--- config.mk ---
export PLATFORM = sky130hd
export DESIGN_NAME = wlms_cell
export DESIGN_NICKNAME = d
export VERILOG_FILES = /design/src/hdl/wlms_pkg.sv /design/src/hdl/wlms_cell.sv
export SDC_FILE = /design/constraint.sdc
export NUM_CORES = 1
export LEC_CHECK = 0
export BUFFER_PORTS_ARGS = -buffer_cell sky130_fd_sc_hd__buf_2
export CORE_MARGIN = 2
export CORE_UTILIZATION = 45
export DETAILED_ROUTE_END_ITERATION = 16
export GPL_ROUTABILITY_DRIVEN = 0
export PLACE_DENSITY = 0.68
export RECOVER_POWER = 100
export SKIP_LAST_GASP = 1
export SLEW_MARGIN = 0
export SYNTH_ARGS = -nofsm -noshare
export SYNTH_HDL_FRONTEND = slang
export SYNTH_SLANG_ARGS = --single-unit
--- constraint.sdc ---
create_clock -name clock -period 13.3 [get_ports clock]
set_clock_uncertainty 0.15 [all_clocks]
set_input_delay 3.99 -clock clock [delete_from_list [all_inputs] [get_ports clock]]
set_output_delay 3.99 -clock clock [all_outputs]
set_load 0.005 [all_outputs]
--- src/hdl/wlms_pkg.sv ---
// ----------------------------------------------------------------------------
// wlms_pkg: shared types for the weighted monotone subsequence unit
// Holds the width constants and the token that travels along the cell chain.
// ----------------------------------------------------------------------------
package wlms_pkg;

   localparam int DefaultMaxItems = 256;
   localparam int HeightWidth     = 16;
   localparam int WeightInWidth   = 16;
   localparam int TotalWidth      = 24;

   typedef logic [HeightWidth-1:0]   height_type;
   typedef logic [WeightInWidth-1:0] weight_type;
   typedef logic [TotalWidth-1:0]    total_type;

   // One item moving down the chain. While placed is low, inc and dec hold the
   // best chain weights seen so far among stored items; once placed is set
   // they hold the item's own final totals.
   typedef struct packed {
      logic       valid;
      logic       last;
      logic       placed;
      height_type height;
      weight_type width;
      total_type  inc;
      total_type  dec;
   } token_type;

endpackage

--- src/hdl/wlms_cell.sv ---
// ----------------------------------------------------------------------------
// wlms_cell: one storage cell of the chain
// Holds one earlier item and folds it into every unplaced token that passes by.
// ----------------------------------------------------------------------------
module wlms_cell import wlms_pkg::*; (
   input  logic      clock,
   input  logic      reset,
   input  logic      advance,
   input  token_type tok_up,
   output token_type tok_down,
   output logic      occupied
);

   token_type  tok_ff, tok_in;
   logic       used_ff, used_in;
   height_type height_ff, height_in;
   total_type  inc_ff, inc_in;
   total_type  dec_ff, dec_in;
   total_type  inc_sum, dec_sum;

   function automatic total_type sat_add(input total_type a, input weight_type w);
      logic [TotalWidth:0] s;
      s = {1'b0, a} + {{(TotalWidth + 1 - WeightInWidth){1'b0}}, w};
      return s[TotalWidth] ? {TotalWidth{1'b1}} : s[TotalWidth-1:0];
   endfunction

   assign inc_sum = sat_add(tok_up.inc, tok_up.width);
   assign dec_sum = sat_add(tok_up.dec, tok_up.width);

   always_comb begin
      tok_in    = tok_up;
      used_in   = used_ff;
      height_in = height_ff;
      inc_in    = inc_ff;
      dec_in    = dec_ff;
      if (tok_up.valid && !tok_up.placed) begin
         if (used_ff) begin
            if (height_ff < tok_up.height && inc_ff > tok_up.inc) begin
               tok_in.inc = inc_ff;
            end
            if (height_ff > tok_up.height && dec_ff > tok_up.dec) begin
               tok_in.dec = dec_ff;
            end
         end else begin
            // First free cell: the item's totals are final here.
            tok_in.inc    = inc_sum;
            tok_in.dec    = dec_sum;
            tok_in.placed = 1'b1;
            if (!tok_up.last) begin
               used_in   = 1'b1;
               height_in = tok_up.height;
               inc_in    = inc_sum;
               dec_in    = dec_sum;
            end
         end
      end
      // The final item of a sequence empties every cell behind it.
      if (tok_up.valid && tok_up.last) begin
         used_in = 1'b0;
      end
   end

   always_ff @(posedge clock) begin
      if (reset) begin
         tok_ff  <= '0;
         used_ff <= 1'b0;
      end else if (advance) begin
         tok_ff  <= tok_in;
         used_ff <= used_in;
      end
   end

   always_ff @(posedge clock) begin
      if (advance) begin
         height_ff <= height_in;
         inc_ff    <= inc_in;
         dec_ff    <= dec_in;
      end
   end

   assign tok_down = tok_ff;
   assign occupied = used_ff;

   // A stored item stays until a final item passes.
   assert property (@(posedge clock) disable iff (reset)
      used_ff && advance && !(tok_up.valid && tok_up.last) |=> used_ff)
      else $error("cell lost its stored item");

endmodule

==> After elaboration in Yosys (flattened, before gate mapping) <==
Cells that the tools add are included.
{ "word_totals": {"regBits": 148, "latchBits": 0, "mem_bits_rw": 0, "mem_bits_ro": 0, "in_bits": 86, "out_inout_bits": 84, "elab_cells": 39, "n_memories": 0} }
{ "op_classes": {"n_addsub": 2, "multipliers": 0, "div": 0, "order_cmp": 4, "n_eq_ne": 0, "n_shift": 0, "n_mux": 12, "bitwise": 2, "reduce_logical": 8} }
{ "op_table": {"columns": ["operator", "count"], "rows": [
  ["two-way mux 24 bit", 4],
  ["two-way mux 48 bit", 2],
  ["adder 24 x 16 -> 25 bit", 2],
  ["> comparator 24 bit", 2],
  ["> comparator 16 bit", 1],
  ["less-than comparator 16 bit", 1],
  ["two-way mux 1 bit", 6],
  ["logical AND 1 bit", 4],
  ["AND reduction 4 bit", 1],
  ["NOT 1 bit", 2],
  ["AND reduction 2 bit", 1],
  ["nonzero test 2 bit", 1],
  ["zero test 1 bit", 1]
]} }

==> Longest topological paths before layout <==
{ "depth": {"ltp_word": 5, "depth_mapped": 13, "ltp_nobuf": 10} }

==> Worst setup path before layout <==
Ideal clock, no wire load.
{ "synth_timing": {"path_kind": "input port to flip-flop", "from": "input port tok_up[82] (netlist bit)", "to": "register dec_ff[0], enable pin", "setup_ns": 0.579, "arrival_time_ns": 9.288, "required_ns": 12.571, "slack_ns": 3.282, "stages": 5, "path_buffers": 2, "cell_sequence": "nor2b_1 > clkbuf_1 > nand2b_1 > clkbuf_1 > nor3b_1"} }
{ "synth_via": {"elab_chain_cells": 2} }
{ "synth_lines": {"columns": ["item", "line_no", "text"], "rows": [
  ["start, declared", "wlms_cell.sv:9", "input token_type tok_up,"],
  ["logical AND 1 bit", "wlms_cell.sv:36", "if (tok_up.valid && !tok_up.placed) begin"],
  ["AND reduction 4 bit (no line)", null, null],
  ["end signal, assigned", "wlms_cell.sv:77", "dec_ff <= dec_in;"],
  ["end, declared", "wlms_cell.sv:18", "total_type dec_ff, dec_in;"]
]} }
Every way passes these cells.
A chain may end at the register's enable or synchronous reset.

==> Worst setup path in the final report <==
{ "layout_timing": {"from": "input port tok_up[82] (netlist bit)", "to": "register height_ff[3], enable pin"} }
{ "layout_via": {"elab_chain_cells": 2} }
{ "layout_lines": {"columns": ["item", "line_no", "text"], "rows": [
  ["logical AND 1 bit", "wlms_cell.sv:36", null],
  ["AND reduction 4 bit (no line)", null, null],
  ["end signal, assigned", "wlms_cell.sv:75", "height_ff <= height_in;"],
  ["end, declared", "wlms_cell.sv:16", "height_type height_ff, height_in;"]
]} }
Every way passes these cells.

==> run summary <==
FFs w/ async S/R, synth: 0
Setup violations, final: 0
Count of final hold-check violations: 0
Period utilization: 0.681
Peak fanout along the critical path: 78
Die footprint: 23100 µm²
Syn_area_per_cell: 8.78 µm²
Final Total Pwr: 1.28 mW
Dominant synthesized flop cell: dfxtp_1
Distinct cells, synth: 60
Sequential area share after synthesis: 0.366
Crit Path Class: in2reg
Reg-to-Reg Start: occupied
Core area: 21700 µm²
Multi-input gate area: 5730 µm²
Layout cell share with drive strength beyond 1: 0.117
Die Ht: 152 µm
Most common cell after layout, fill and taps aside: nor2_1
EDFF count, synth: 64
Clock transition at path regs: 0.07 ns
Hold Path Class: reg2reg
Final wirelength: 28.7 mm
Worst Hold End: tok_down[45]
Relative slew slack: -1.89
Worst EP required: 13.09 ns
Pwr dens: 112 nW/µm²
First-pass DRT Iterations: 5
Setup crit end kind: flop
Total placed cells including tap cells: 1522
Drt initial violations: 595
First-pass GRT wire length: 46.6 mm
Hold bufs inserted after CTS: 0
Ranking of synthesized cells by area: edfxtp_1, dfxtp_1, ha_1
Fill count: 2073
VDD IR-drop max: 85.7 µV
Num ports: 170
CTS root buf: clkbuf_16
Worst-Margin Slew: 4.33 ns
PortBufs: 169
TritonCTS clock tree: done
Max_cap viols: 2
RSZ-0062 raised after global routing: false
LEAKAGE: 5.10 nW
Fin util: 0.526
# rows: 54
Clock Path Buffers: 2
Post-route minimum period: 9.06 ns
Post-synth top area cell: edfxtp_1
Initial antenna violation count: 3
Synth Instances: 1122
FF-to-FF setup slack: 8.11 ns
GRT overflow: 0
Failing checks: capacitance limit, slew limit
Vias in the first global route: 8607
Area grow syn2layout: 15.7%
Commonest cells after routing, fill and taps aside: nor2_1, buf_2, nand2_1, ha_1, dfxtp_1
Fmax: 110 MHz
Worst skew pair latency: 0.43 ns
Post-layout net count: 1445
TritonCTS Buffers: 17
FF/Latch Area: 3600 µm²
Clk sinks: 148
YS warnings: 0
Critical Path AT: 8.85 ns
GR Util All Layers: 0.249
Post-synth top area share: 0.195
Largest net degree at the start of global routing: 85
Number of setup buffers added after CTS: 0
R2R Path End: height_ff[3]
Post-DRT Antenna Nets: 0
H-tree depth: 4
Seq cells post-synth: 148
Final Max Tran Viols: 150
Per-cell routed wire length: 18.5 µm
Non-filler cells in the finished layout: 1556
FF-to-FF path depth: 4
Final Worst Setup Slack: 4.24 ns
Hold Path Origin: tok_down[45]
CTS resizes: 0
Outcome: finished with violations
Crit start category: primary input
Cell Area, Synth: 9860 µm²
Hpwl dp: 19.9 mm
Die W: 152 µm
Vias/cell: 5.80
Drt drc: 0
Via count: 9022
Hold depth: 2
Starting Density: 0.454
Setup TNS: 0 ns
Pre-CTS setup slack: 5.75 ns
Syn nets: 1306
registers in the layout, indices dropped and copies added (netlist names):
register,flops
dec_ff,24
inc_ff,24
occupied,1
tok_down,83
height_ff,16
critical path: stages:
cell	delay, ns
clkbuf_1	0.14
nor2b_1	0.16
buf_4	0.67
nand2b_1	0.59
nor3b_1	0.34
clkbuf_1	2.92
final cells by class:
cell class / count / share of cell area
sequential: 148 / 0.316
antenna: 2 / 0.000439
multi-input combinational: 842 / 0.502
tap: 280 / 0.0307
timing repair buffer: 180 / 0.0736
clock inverter: 15 / 0.0157
inverter: 72 / 0.0237
clock buffer: 17 / 0.0373
metal layers:
metal / GRT usage / share of wire / up-vias
li1: - / - / 4413
met1: 0.347 / 0.46 / 4210
met2: 0.374 / 0.43 / 336
met3: 0.0599 / 0.075 / 61
met4: 0.0961 / 0.034 / 2
met5: 0 / 0.00038 / -
synthesized netlist by cell type, drive strengths merged (3+ instances only):
master / instances
a21o: 12
nor3: 35
nor2b: 9
o21a: 6
a21oi: 59
a221oi: 31
nand2b: 7
nand3: 34
o21ai: 63
o211ai: 15
xor2: 8
clkbuf: 46
ha: 96
a21boi: 5
a22oi: 5
nor2: 123
a211oi: 18
nand2: 106
a311oi: 4
o31ai: 5
nor4: 5
o2111ai: 3
nand4: 17
a31oi: 15
xnor2: 17
o21bai: 13
edfxtp: 64
and3: 12
or3: 6
o41a: 3
a41oi: 6
dfxtp: 84
buf: 14
mux2i: 79
inv: 72
worst max-delay path by stage:
stage / startpoint / endpoint / slack [ns] / cells past startpoint
after floorplan: tok_up[82] / dec_ff[0] / 3.28 / 5
after global placement: tok_up[0] / tok_down[19] / 5.84 / 11
after detailed placement: tok_up[0] / tok_down[9] / 5.75 / 12
after CTS: tok_up[0] / tok_down[9] / 6.18 / 12
after global routing: tok_up[82] / height_ff[3] / 3.81 / 6
final: tok_up[82] / height_ff[3] / 4.24 / 6
cell families after synthesis:
group,share of synthesized area
AO/OA/AOI/OAI,0.189
buffers and inverters,0.0524
AND/OR/NAND/NOR,0.163
multiplexers,0.0814
XOR/XNOR,0.0222
flip-flops,0.366
adder cells (fa/ha/maj),0.126
stage by stage:
stage	instance area, µm²	hold slack, ns
after detailed placement	10900	0.312
after CTS	11500	0.326
final	11400	0.323
after global placement	10900	0.305
after floorplan	9860	0.317
after global routing	11400	0.339
where the power goes:
group	internal (mW)	switching (mW)	leakage, nW
clock	0.256	0.243	0.297
sequential	0.503	0.0118	1.28
combinational	0.105	0.162	3.52
total	0.864	0.417	5.10
(Power assumes the default switching activity.)
