**src/hdl/wlms_pkg.sv**
```systemverilog
// ----------------------------------------------------------------------------
// wlms_pkg: shared types for the weighted monotone subsequence unit
// Holds the width constants and the token that travels along the cell chain.
// ----------------------------------------------------------------------------
package wlms_pkg;

   localparam int DefaultMaxItems = 256;
   localparam int HeightWidth     = 16;
   localparam int WeightInWidth   = 16;
   localparam int TotalWidth      = 24;

   typedef logic [HeightWidth-1:0]   height_type;
   typedef logic [WeightInWidth-1:0] weight_type;
   typedef logic [TotalWidth-1:0]    total_type;

   // One item moving down the chain. While placed is low, inc and dec hold the
   // best chain weights seen so far among stored items; once placed is set
   // they hold the item's own final totals.
   typedef struct packed {
      logic       valid;
      logic       last;
      logic       placed;
      height_type height;
      weight_type width;
      total_type  inc;
      total_type  dec;
   } token_type;

endpackage

```
**src/hdl/wlms_tail.sv**
```systemverilog
// ----------------------------------------------------------------------------
// wlms_tail: running maxima and result register
// Collects totals of tokens leaving the chain and issues one word per sequence.
// ----------------------------------------------------------------------------
module wlms_tail import wlms_pkg::*; (
   input  logic                    clock,
   input  logic                    reset,
   input  token_type               tok_end,
   input  logic                    rsp_tready,
   output logic                    advance,
   output logic                    rsp_tvalid,
   output logic [2*TotalWidth-1:0] rsp_tdata,
   output logic [1:0]              rsp_tuser
);

   total_type inc_max_ff, inc_max_in, dec_max_ff, dec_max_in;
   logic      ovf_ff, ovf_in;
   logic      rsp_valid_ff, rsp_valid_in;
   total_type rsp_inc_ff, rsp_inc_in, rsp_dec_ff, rsp_dec_in;
   logic      rsp_first_ff, rsp_first_in, rsp_ovf_ff, rsp_ovf_in;
   total_type inc_new, dec_new;
   logic      ovf_new, stored;

   assign advance = !rsp_valid_ff || rsp_tready;
   assign stored  = tok_end.valid && tok_end.placed;
   assign inc_new = (stored && tok_end.inc > inc_max_ff) ? tok_end.inc : inc_max_ff;
   assign dec_new = (stored && tok_end.dec > dec_max_ff) ? tok_end.dec : dec_max_ff;
   assign ovf_new = ovf_ff || (tok_end.valid && !tok_end.placed);

   always_comb begin
      inc_max_in   = inc_max_ff;
      dec_max_in   = dec_max_ff;
      ovf_in       = ovf_ff;
      rsp_valid_in = rsp_valid_ff;
      rsp_inc_in   = rsp_inc_ff;
      rsp_dec_in   = rsp_dec_ff;
      rsp_first_in = rsp_first_ff;
      rsp_ovf_in   = rsp_ovf_ff;
      if (advance) begin
         rsp_valid_in = tok_end.valid && tok_end.last;
         if (tok_end.valid) begin
            if (tok_end.last) begin
               rsp_inc_in   = inc_new;
               rsp_dec_in   = dec_new;
               rsp_first_in = inc_new >= dec_new;
               rsp_ovf_in   = ovf_new;
               inc_max_in   = '0;
               dec_max_in   = '0;
               ovf_in       = 1'b0;
            end else begin
               inc_max_in = inc_new;
               dec_max_in = dec_new;
               ovf_in     = ovf_new;
            end
         end
      end
   end

   always_ff @(posedge clock) begin
      if (reset) begin
         inc_max_ff   <= '0;
         dec_max_ff   <= '0;
         ovf_ff       <= 1'b0;
         rsp_valid_ff <= 1'b0;
      end else begin
         inc_max_ff   <= inc_max_in;
         dec_max_ff   <= dec_max_in;
         ovf_ff       <= ovf_in;
         rsp_valid_ff <= rsp_valid_in;
      end
   end

   always_ff @(posedge clock) begin
      rsp_inc_ff   <= rsp_inc_in;
      rsp_dec_ff   <= rsp_dec_in;
      rsp_first_ff <= rsp_first_in;
      rsp_ovf_ff   <= rsp_ovf_in;
   end

   assign rsp_tvalid = rsp_valid_ff;
   assign rsp_tdata  = {rsp_dec_ff, rsp_inc_ff};
   assign rsp_tuser  = {rsp_ovf_ff, rsp_first_ff};

   assert property (@(posedge clock) disable iff (reset)
      rsp_valid_ff |-> (rsp_first_ff == (rsp_inc_ff >= rsp_dec_ff)))
      else $error("order flag disagrees with totals");

   assert property (@(posedge clock) disable iff (reset)
      advance && tok_end.valid && !tok_end.placed && !tok_end.last |=> ovf_ff)
      else $error("dropped item did not set overflow");

   assert property (@(posedge clock) disable iff (reset)
      advance && tok_end.valid && tok_end.last
      |=> inc_max_ff == '0 && dec_max_ff == '0 && !ovf_ff)
      else $error("running state not cleared after a sequence");

endmodule

```
**config.mk**
```make
export PLATFORM = sky130hd
export DESIGN_NAME = wlms_tail
export DESIGN_NICKNAME = d
export VERILOG_FILES = /design/src/hdl/wlms_pkg.sv /design/src/hdl/wlms_tail.sv
export SDC_FILE = /design/constraint.sdc
export NUM_CORES = 1
export LEC_CHECK = 0
export ABC_AREA = 1
export BUFFER_PORTS_ARGS = -buffer_cell sky130_fd_sc_hd__buf_2
export CORE_AREA = 2 2 109 111
export CTS_CLUSTER_SIZE = 40
export DETAILED_ROUTE_END_ITERATION = 8
export DIE_AREA = 0 0 111 113
export PLACE_DENSITY = 0.91
export RECOVER_POWER = 25
export SLEW_MARGIN = 30
export SYNTH_ARGS = -nofsm -noshare
export SYNTH_HDL_FRONTEND = slang
export SYNTH_SLANG_ARGS = --single-unit
```
**constraint.sdc**
```tcl
create_clock -name clock -period 4.5 [get_ports clock]
set_input_delay 0.45 -clock clock [delete_from_list [all_inputs] [get_ports clock]]
set_output_delay 0.45 -clock clock [all_outputs]
set_load 0.02 [all_outputs]
```
=== Yosys cells after proc, flatten, opt, wreduce, memory -nomap -nowiden ===
Index checks and enable logic that the tools add are counted.
Widths: inputs -> output; s select.

* Order comparisons: 3
* Muxes and demuxes: 5
* Reduce and logical (&&, ||, !) cells: 11

{| class="wikitable"
|+ Operators by type and width
! operator !! count
|-
| $mux 24 || 4
|-
| $gt 24x24->1 || 2
|-
| $ge 24x24->1 || 1
|-
| $logic_and 1x1->1 || 5
|-
| $reduce_and 3->1 || 1
|-
| $logic_not 1->1 || 2
|-
| $logic_or 1x1->1 || 2
|-
| $reduce_and 2->1 || 1
|-
| $mux 1 || 1
|}

* Bits in registers: 100
* Input port bits: 86
* Output and inout bits: 52
* Logic and storage cells: 27

=== Depth between registers and ports, before layout ===
* Word-level depth: 4
* Gate-level depth with buffers: 37
* Gate-level depth less buffers: 35

=== Least setup slack after synthesis ===
Ideal clock, no wire load.

* Kind: input to register
* From: input port tok_end[19] (netlist name)
* To: register rsp_first_ff (data pin)
* Setup time: 0.252 ns
* Data arrival time: 2.912 ns
* Data required time: 4.248 ns
* Slack: 1.335 ns
* Stages on the path: 33
* Buffers on the path: 2
* Cells stage by stage: ha_1 nand2_1 nor2_2 nand4_2 nor2_2 nand2_1 nand3_2 nand2_2 buf_6 buf_12 nand2_1 o21ai_2 ha_1 inv_1 nand2_1 nand2_1 nand2_1 nand2_1 nand2_1 nand2_1 nand2_1 nand2_1 nand2_1 nand2_1 nand2_1 a21oi_1 nand2_1 nand2_1 nand2_1 nand2_1 nand2_1 nand2_1 nand2_1

* Cells in the longest elaborated chain, start to end: 4

{| class="wikitable"
|+ Ends and longest elaborated chain
! what !! line !! source
|-
| start, declared || wlms_tail.sv:8 || <nowiki>input token_type tok_end,</nowiki>
|-
| $gt 24x24->1 || wlms_tail.sv:27 || <nowiki>assign dec_new = (stored && tok_end.dec > dec_max_ff) ? tok_end.dec : dec_max_ff;</nowiki>
|-
| $logic_and 1x1->1 || wlms_tail.sv:27 ||
|-
| $mux 24 || wlms_tail.sv:27 ||
|-
| net dec_new[0] || wlms_tail.sv:21 || <nowiki>total_type inc_new, dec_new;</nowiki>
|-
| $ge 24x24->1 || wlms_tail.sv:45 || <nowiki>rsp_first_in = inc_new >= dec_new;</nowiki>
|-
| end signal, assigned || wlms_tail.sv:76 || <nowiki>rsp_first_ff <= rsp_first_in;</nowiki>
|-
| end, declared || wlms_tail.sv:20 || <nowiki>logic rsp_first_ff, rsp_first_in, rsp_ovf_ff, rsp_ovf_in;</nowiki>
|}

The timed path passes the listed nets, and every way through them passes these cells.
A chain may end at the register's enable or synchronous reset.

=== Worst setup path in the final report ===
* From: register dec_max_ff[19]
* To: register rsp_first_ff (data pin)

* Cells in the longest elaborated chain, start to end: 4

{| class="wikitable"
|+ Ends and longest elaborated chain
! what !! line !! source
|-
| start, declared || wlms_tail.sv:16 || <nowiki>total_type inc_max_ff, inc_max_in, dec_max_ff, dec_max_in;</nowiki>
|-
| start signal, assigned || wlms_tail.sv:67 || <nowiki>dec_max_ff <= dec_max_in;</nowiki>
|-
| $gt 24x24->1 || wlms_tail.sv:27 ||
|-
| $logic_and 1x1->1 || wlms_tail.sv:27 ||
|-
| $mux 24 * || wlms_tail.sv:27 ||
|-
| $ge 24x24->1 * || wlms_tail.sv:45 ||
|}

Mark *: on every way between the ends. The rest lies on a longest branch, timed or not.

==> impl_metrics.toml <==
[outcome]
outcome = "complete, but fails checks"
violations = "capacitance limit, slew limit"

[placed_design]
io_buffers = 105
routabilityCongestion = 0.816
hpwlAfterDp_um = 9960

[sta]
finalSetupTns_ps = 0
drv_slew = 51
rsz0062_at_grt = "no"
post-route-period-util_pct = 82.5
worst_pin_slew_ps = 3170
hold_violations = 0
final-setup-viol-count = 0
clock_skew_ps = 8.96
max_freq_mhz = 269
slew_headroom_pct = -112
min_period_ps = 3710

[route]
dr_wl_met3_um = 604
drt_pass1_iterations = 5
highest_layer = "met4"
routed-wl-met2_um = 7280
wl_met1_um = 5750
ant_nets = 0
vias_per_cell = 5.15
vias = 4906
wl_per_cell_um = 14.6
drc_errors = 0
totalWireLength_um = 13900
first_iter_violations = 203

[worst_setup_path]
cp_max_fo = 32
cp_num_buf_inv = 2
cp_top_family = "simple AND/OR/NAND/NOR gates"
slowest_stage = "buf_4"
crit_top_cell = "nand2_1"
crit_path_max_incr_delay_ps = 510
cp_data_arrival_time_ps = 3810
crit_path_start_kind = "register"
crit_path_cell_trace = "inv_1, ha_1, nand2_1, nor2_2, nand4_2, nor2_2, a21oi_1, nand2_2, buf_4, nand2_2, o21ai_2, ha_1, a21o_1, a21oi_1, nand2_1, nand2_1, nand2_1, nand2_1, nand2_1, nand2_1, nand2_1"
worst-setup-path-type = "reg2reg"
worst_setup_path_end_kind = "register"
required_ps = 4600

[cts]
tritoncts = "built"
path_clk_slew_ps = 70
numClockSinks = 100
cts_made_buffers = 9
cts_max_level = 3
clock_latency_ps = 340
cts_hold_buf = 0
cts_setup_buffers = 0
post_cts_resized = 0
cts_root_buffer = "clkbuf_16"
cts_buffer_depth = 2

[yosys]
yosysMostFrequentCell = "nand2_1"
synthArstFlopShare_pct = 0
yosys-top-cells-count = "nand2_1 (187), inv_1 (76), ha_1 (71), a21oi_1 (55)"
syn_inst = 712
synth_cell_types = 33
synth_fp_nets = 869
synthTopCellsByArea = "edfxtp_1 (25%), dfxtp_1 (16%), ha_1 (15%)"
ys_warn_count = 0
yosys.area.top_type = "edfxtp_1"
synthesis.area_um2 = 6070
ys_seq_area_share_pct = 41.2
synth_edf_count = 50
synth_flop_cell = "edfxtp_1"
synthDominantCellAreaShare_pct = 24.7
ys_seq_elements = 100
synth.avg_cell_area_um2 = 8.53

[global_routing]
antenna_found_initial = 0
grt_pass1_wl_um = 23100
grt_max_degree = 52
grt_use_total_pct = 22.8
grt_pass1_vias = 4927
overflow = 0

[final_layout]
n_antenna_cell = 0
fin_nets = 961
finalCoreUtilization_pct = 60.9
fillers = 986
drive_above_1_share_pct = 25.2
layout-area-overhead-vs-synth_pct = 13.1

[floorplan]
fp.dieW_um = 111
core-area_um2 = 11300
die_area_um2 = 12500
die_height_um = 113
row_count = 39
ioPinCount = 138
initial_core_util_pct = 53.9

[power_and_ir_drop]
ir_drop_v = 0.000175
p_per_area_nw_per_um2 = 327
p_leak_nw = 2.95

[min_path]
hold_path_class = "in2reg"

[flow_run]
maxCapViolCount = 1
-- routing by layer --
layer  up-vias  global-route usage, %
met5         -                      0
met4         0                   7.33
met3        21                   4.07
met2       131                   43.6
met1      2261                   25.8
li1       2493                      -
-- worst register-to-register path, cell delays in order (launching register included) --
cell and delay [ps]:
dfxtp_1 350, inv_1 70, ha_1 320, nand2_1 70, nor2_2 120, nand4_2 120
nor2_2 150, a21oi_1 110, nand2_2 390, buf_4 520, nand2_2 110, o21ai_2 120
ha_1 270, a21o_1 180, a21oi_1 140, nand2_1 70, nand2_1 60, nand2_1 50
nand2_1 70, nand2_1 70, nand2_1 70, nand2_1 50
-- cell type report --
type / instances / area, um2 / area share, %
Clock buffer: 11 / 233 / 3.39
Sequential cell: 100 / 2500 / 36.4
Inverter: 107 / 404 / 5.88
Multi-Input combinational cell: 477 / 2980 / 43.4
Timing Repair Buffer: 109 / 492 / 7.16
Clock inverter: 5 / 77.6 / 1.13
Tap cell: 143 / 179 / 2.61
-- state kept, by name, summed over array words and instances (netlist names) --
name / flops
rsp_dec_ff: 24
inc_max_ff: 24
ovf_ff: 1
rsp_ovf_ff: 1
rsp_inc_ff: 24
rsp_first_ff: 1
rsp_tvalid: 1
dec_max_ff: 24
-- worst paths after layout --
kind	slack (ps)	start	cells after the start	to
max	790	dec_max_ff[19]	21	rsp_first_ff
min	450	tok_end[4]	3	rsp_dec_ff[4]
max reg2reg	790	dec_max_ff[19]	21	rsp_first_ff
min reg2reg	460	inc_max_ff[6]	2	inc_max_ff[6]
-- stage by stage --
| step | cells | total power, W | instance area, um2 | hold WS (ps) | worst slack (ps) |
|---|---|---|---|---|---|
| after floorplan | 712 | 0.00134 | 6070 | 445 | 1340 |
| after global placement | 936 | 0.00144 | 6620 | 453 | 766 |
| after detailed placement | 936 | 0.00146 | 6620 | 456 | 628 |
| after CTS | 952 | 0.00227 | 6930 | 438 | 766 |
| after global routing | 952 | 0.00236 | 6870 | 445 | 401 |
| final | 952 | 0.00225 | 6870 | 446 | 788 |
-- cells by family after synthesis --
| kind of cell | after synthesis | share of synthesized area [%] |
|---|---|---|
| buffers and inverters | 135 | 9.85 |
| flip-flops | 100 | 41.2 |
| AO/OA/AOI/OAI | 134 | 15.6 |
| AND/OR/NAND/NOR | 272 | 18.7 |
| adder cells (fa/ha/maj) | 71 | 14.6 |
-- report_power, final --
part | internal (W) | leakage [nW] | switching [W] | total [W]
clock | 0.000486 | 0.151 | 0.000325 | 0.000811
sequential | 0.000999 | 0.898 | 0.0000131 | 0.00101
combinational | 0.000146 | 1.90 | 0.000281 | 0.000426
-- placed cells by master, fill, tap and decap left out, types with 2 or more instances in the layout --
cell,Yosys,routed
inv_2,30,30
nor3_1,6,6
inv_1,76,75
nand3_1,8,8
clkinv_1,1,2
nand2_2,24,25
edfxtp_1,50,50
dfxtp_1,50,50
a21o_1,4,4
nand2_1,187,186
a21oi_2,45,45
buf_4,4,3
o21ai_0,2,2
bufinv_16,0,2
a21oi_1,55,55
o21a_1,2,2
clkbuf_1,11,51
nor2_2,2,2
o21ai_2,23,23
nand4_1,3,3
buf_2,3,57
clkbuf_16,0,9
ha_1,71,71
nor2_1,38,37
No activity file was read; power rests on OpenSTA's default activity.
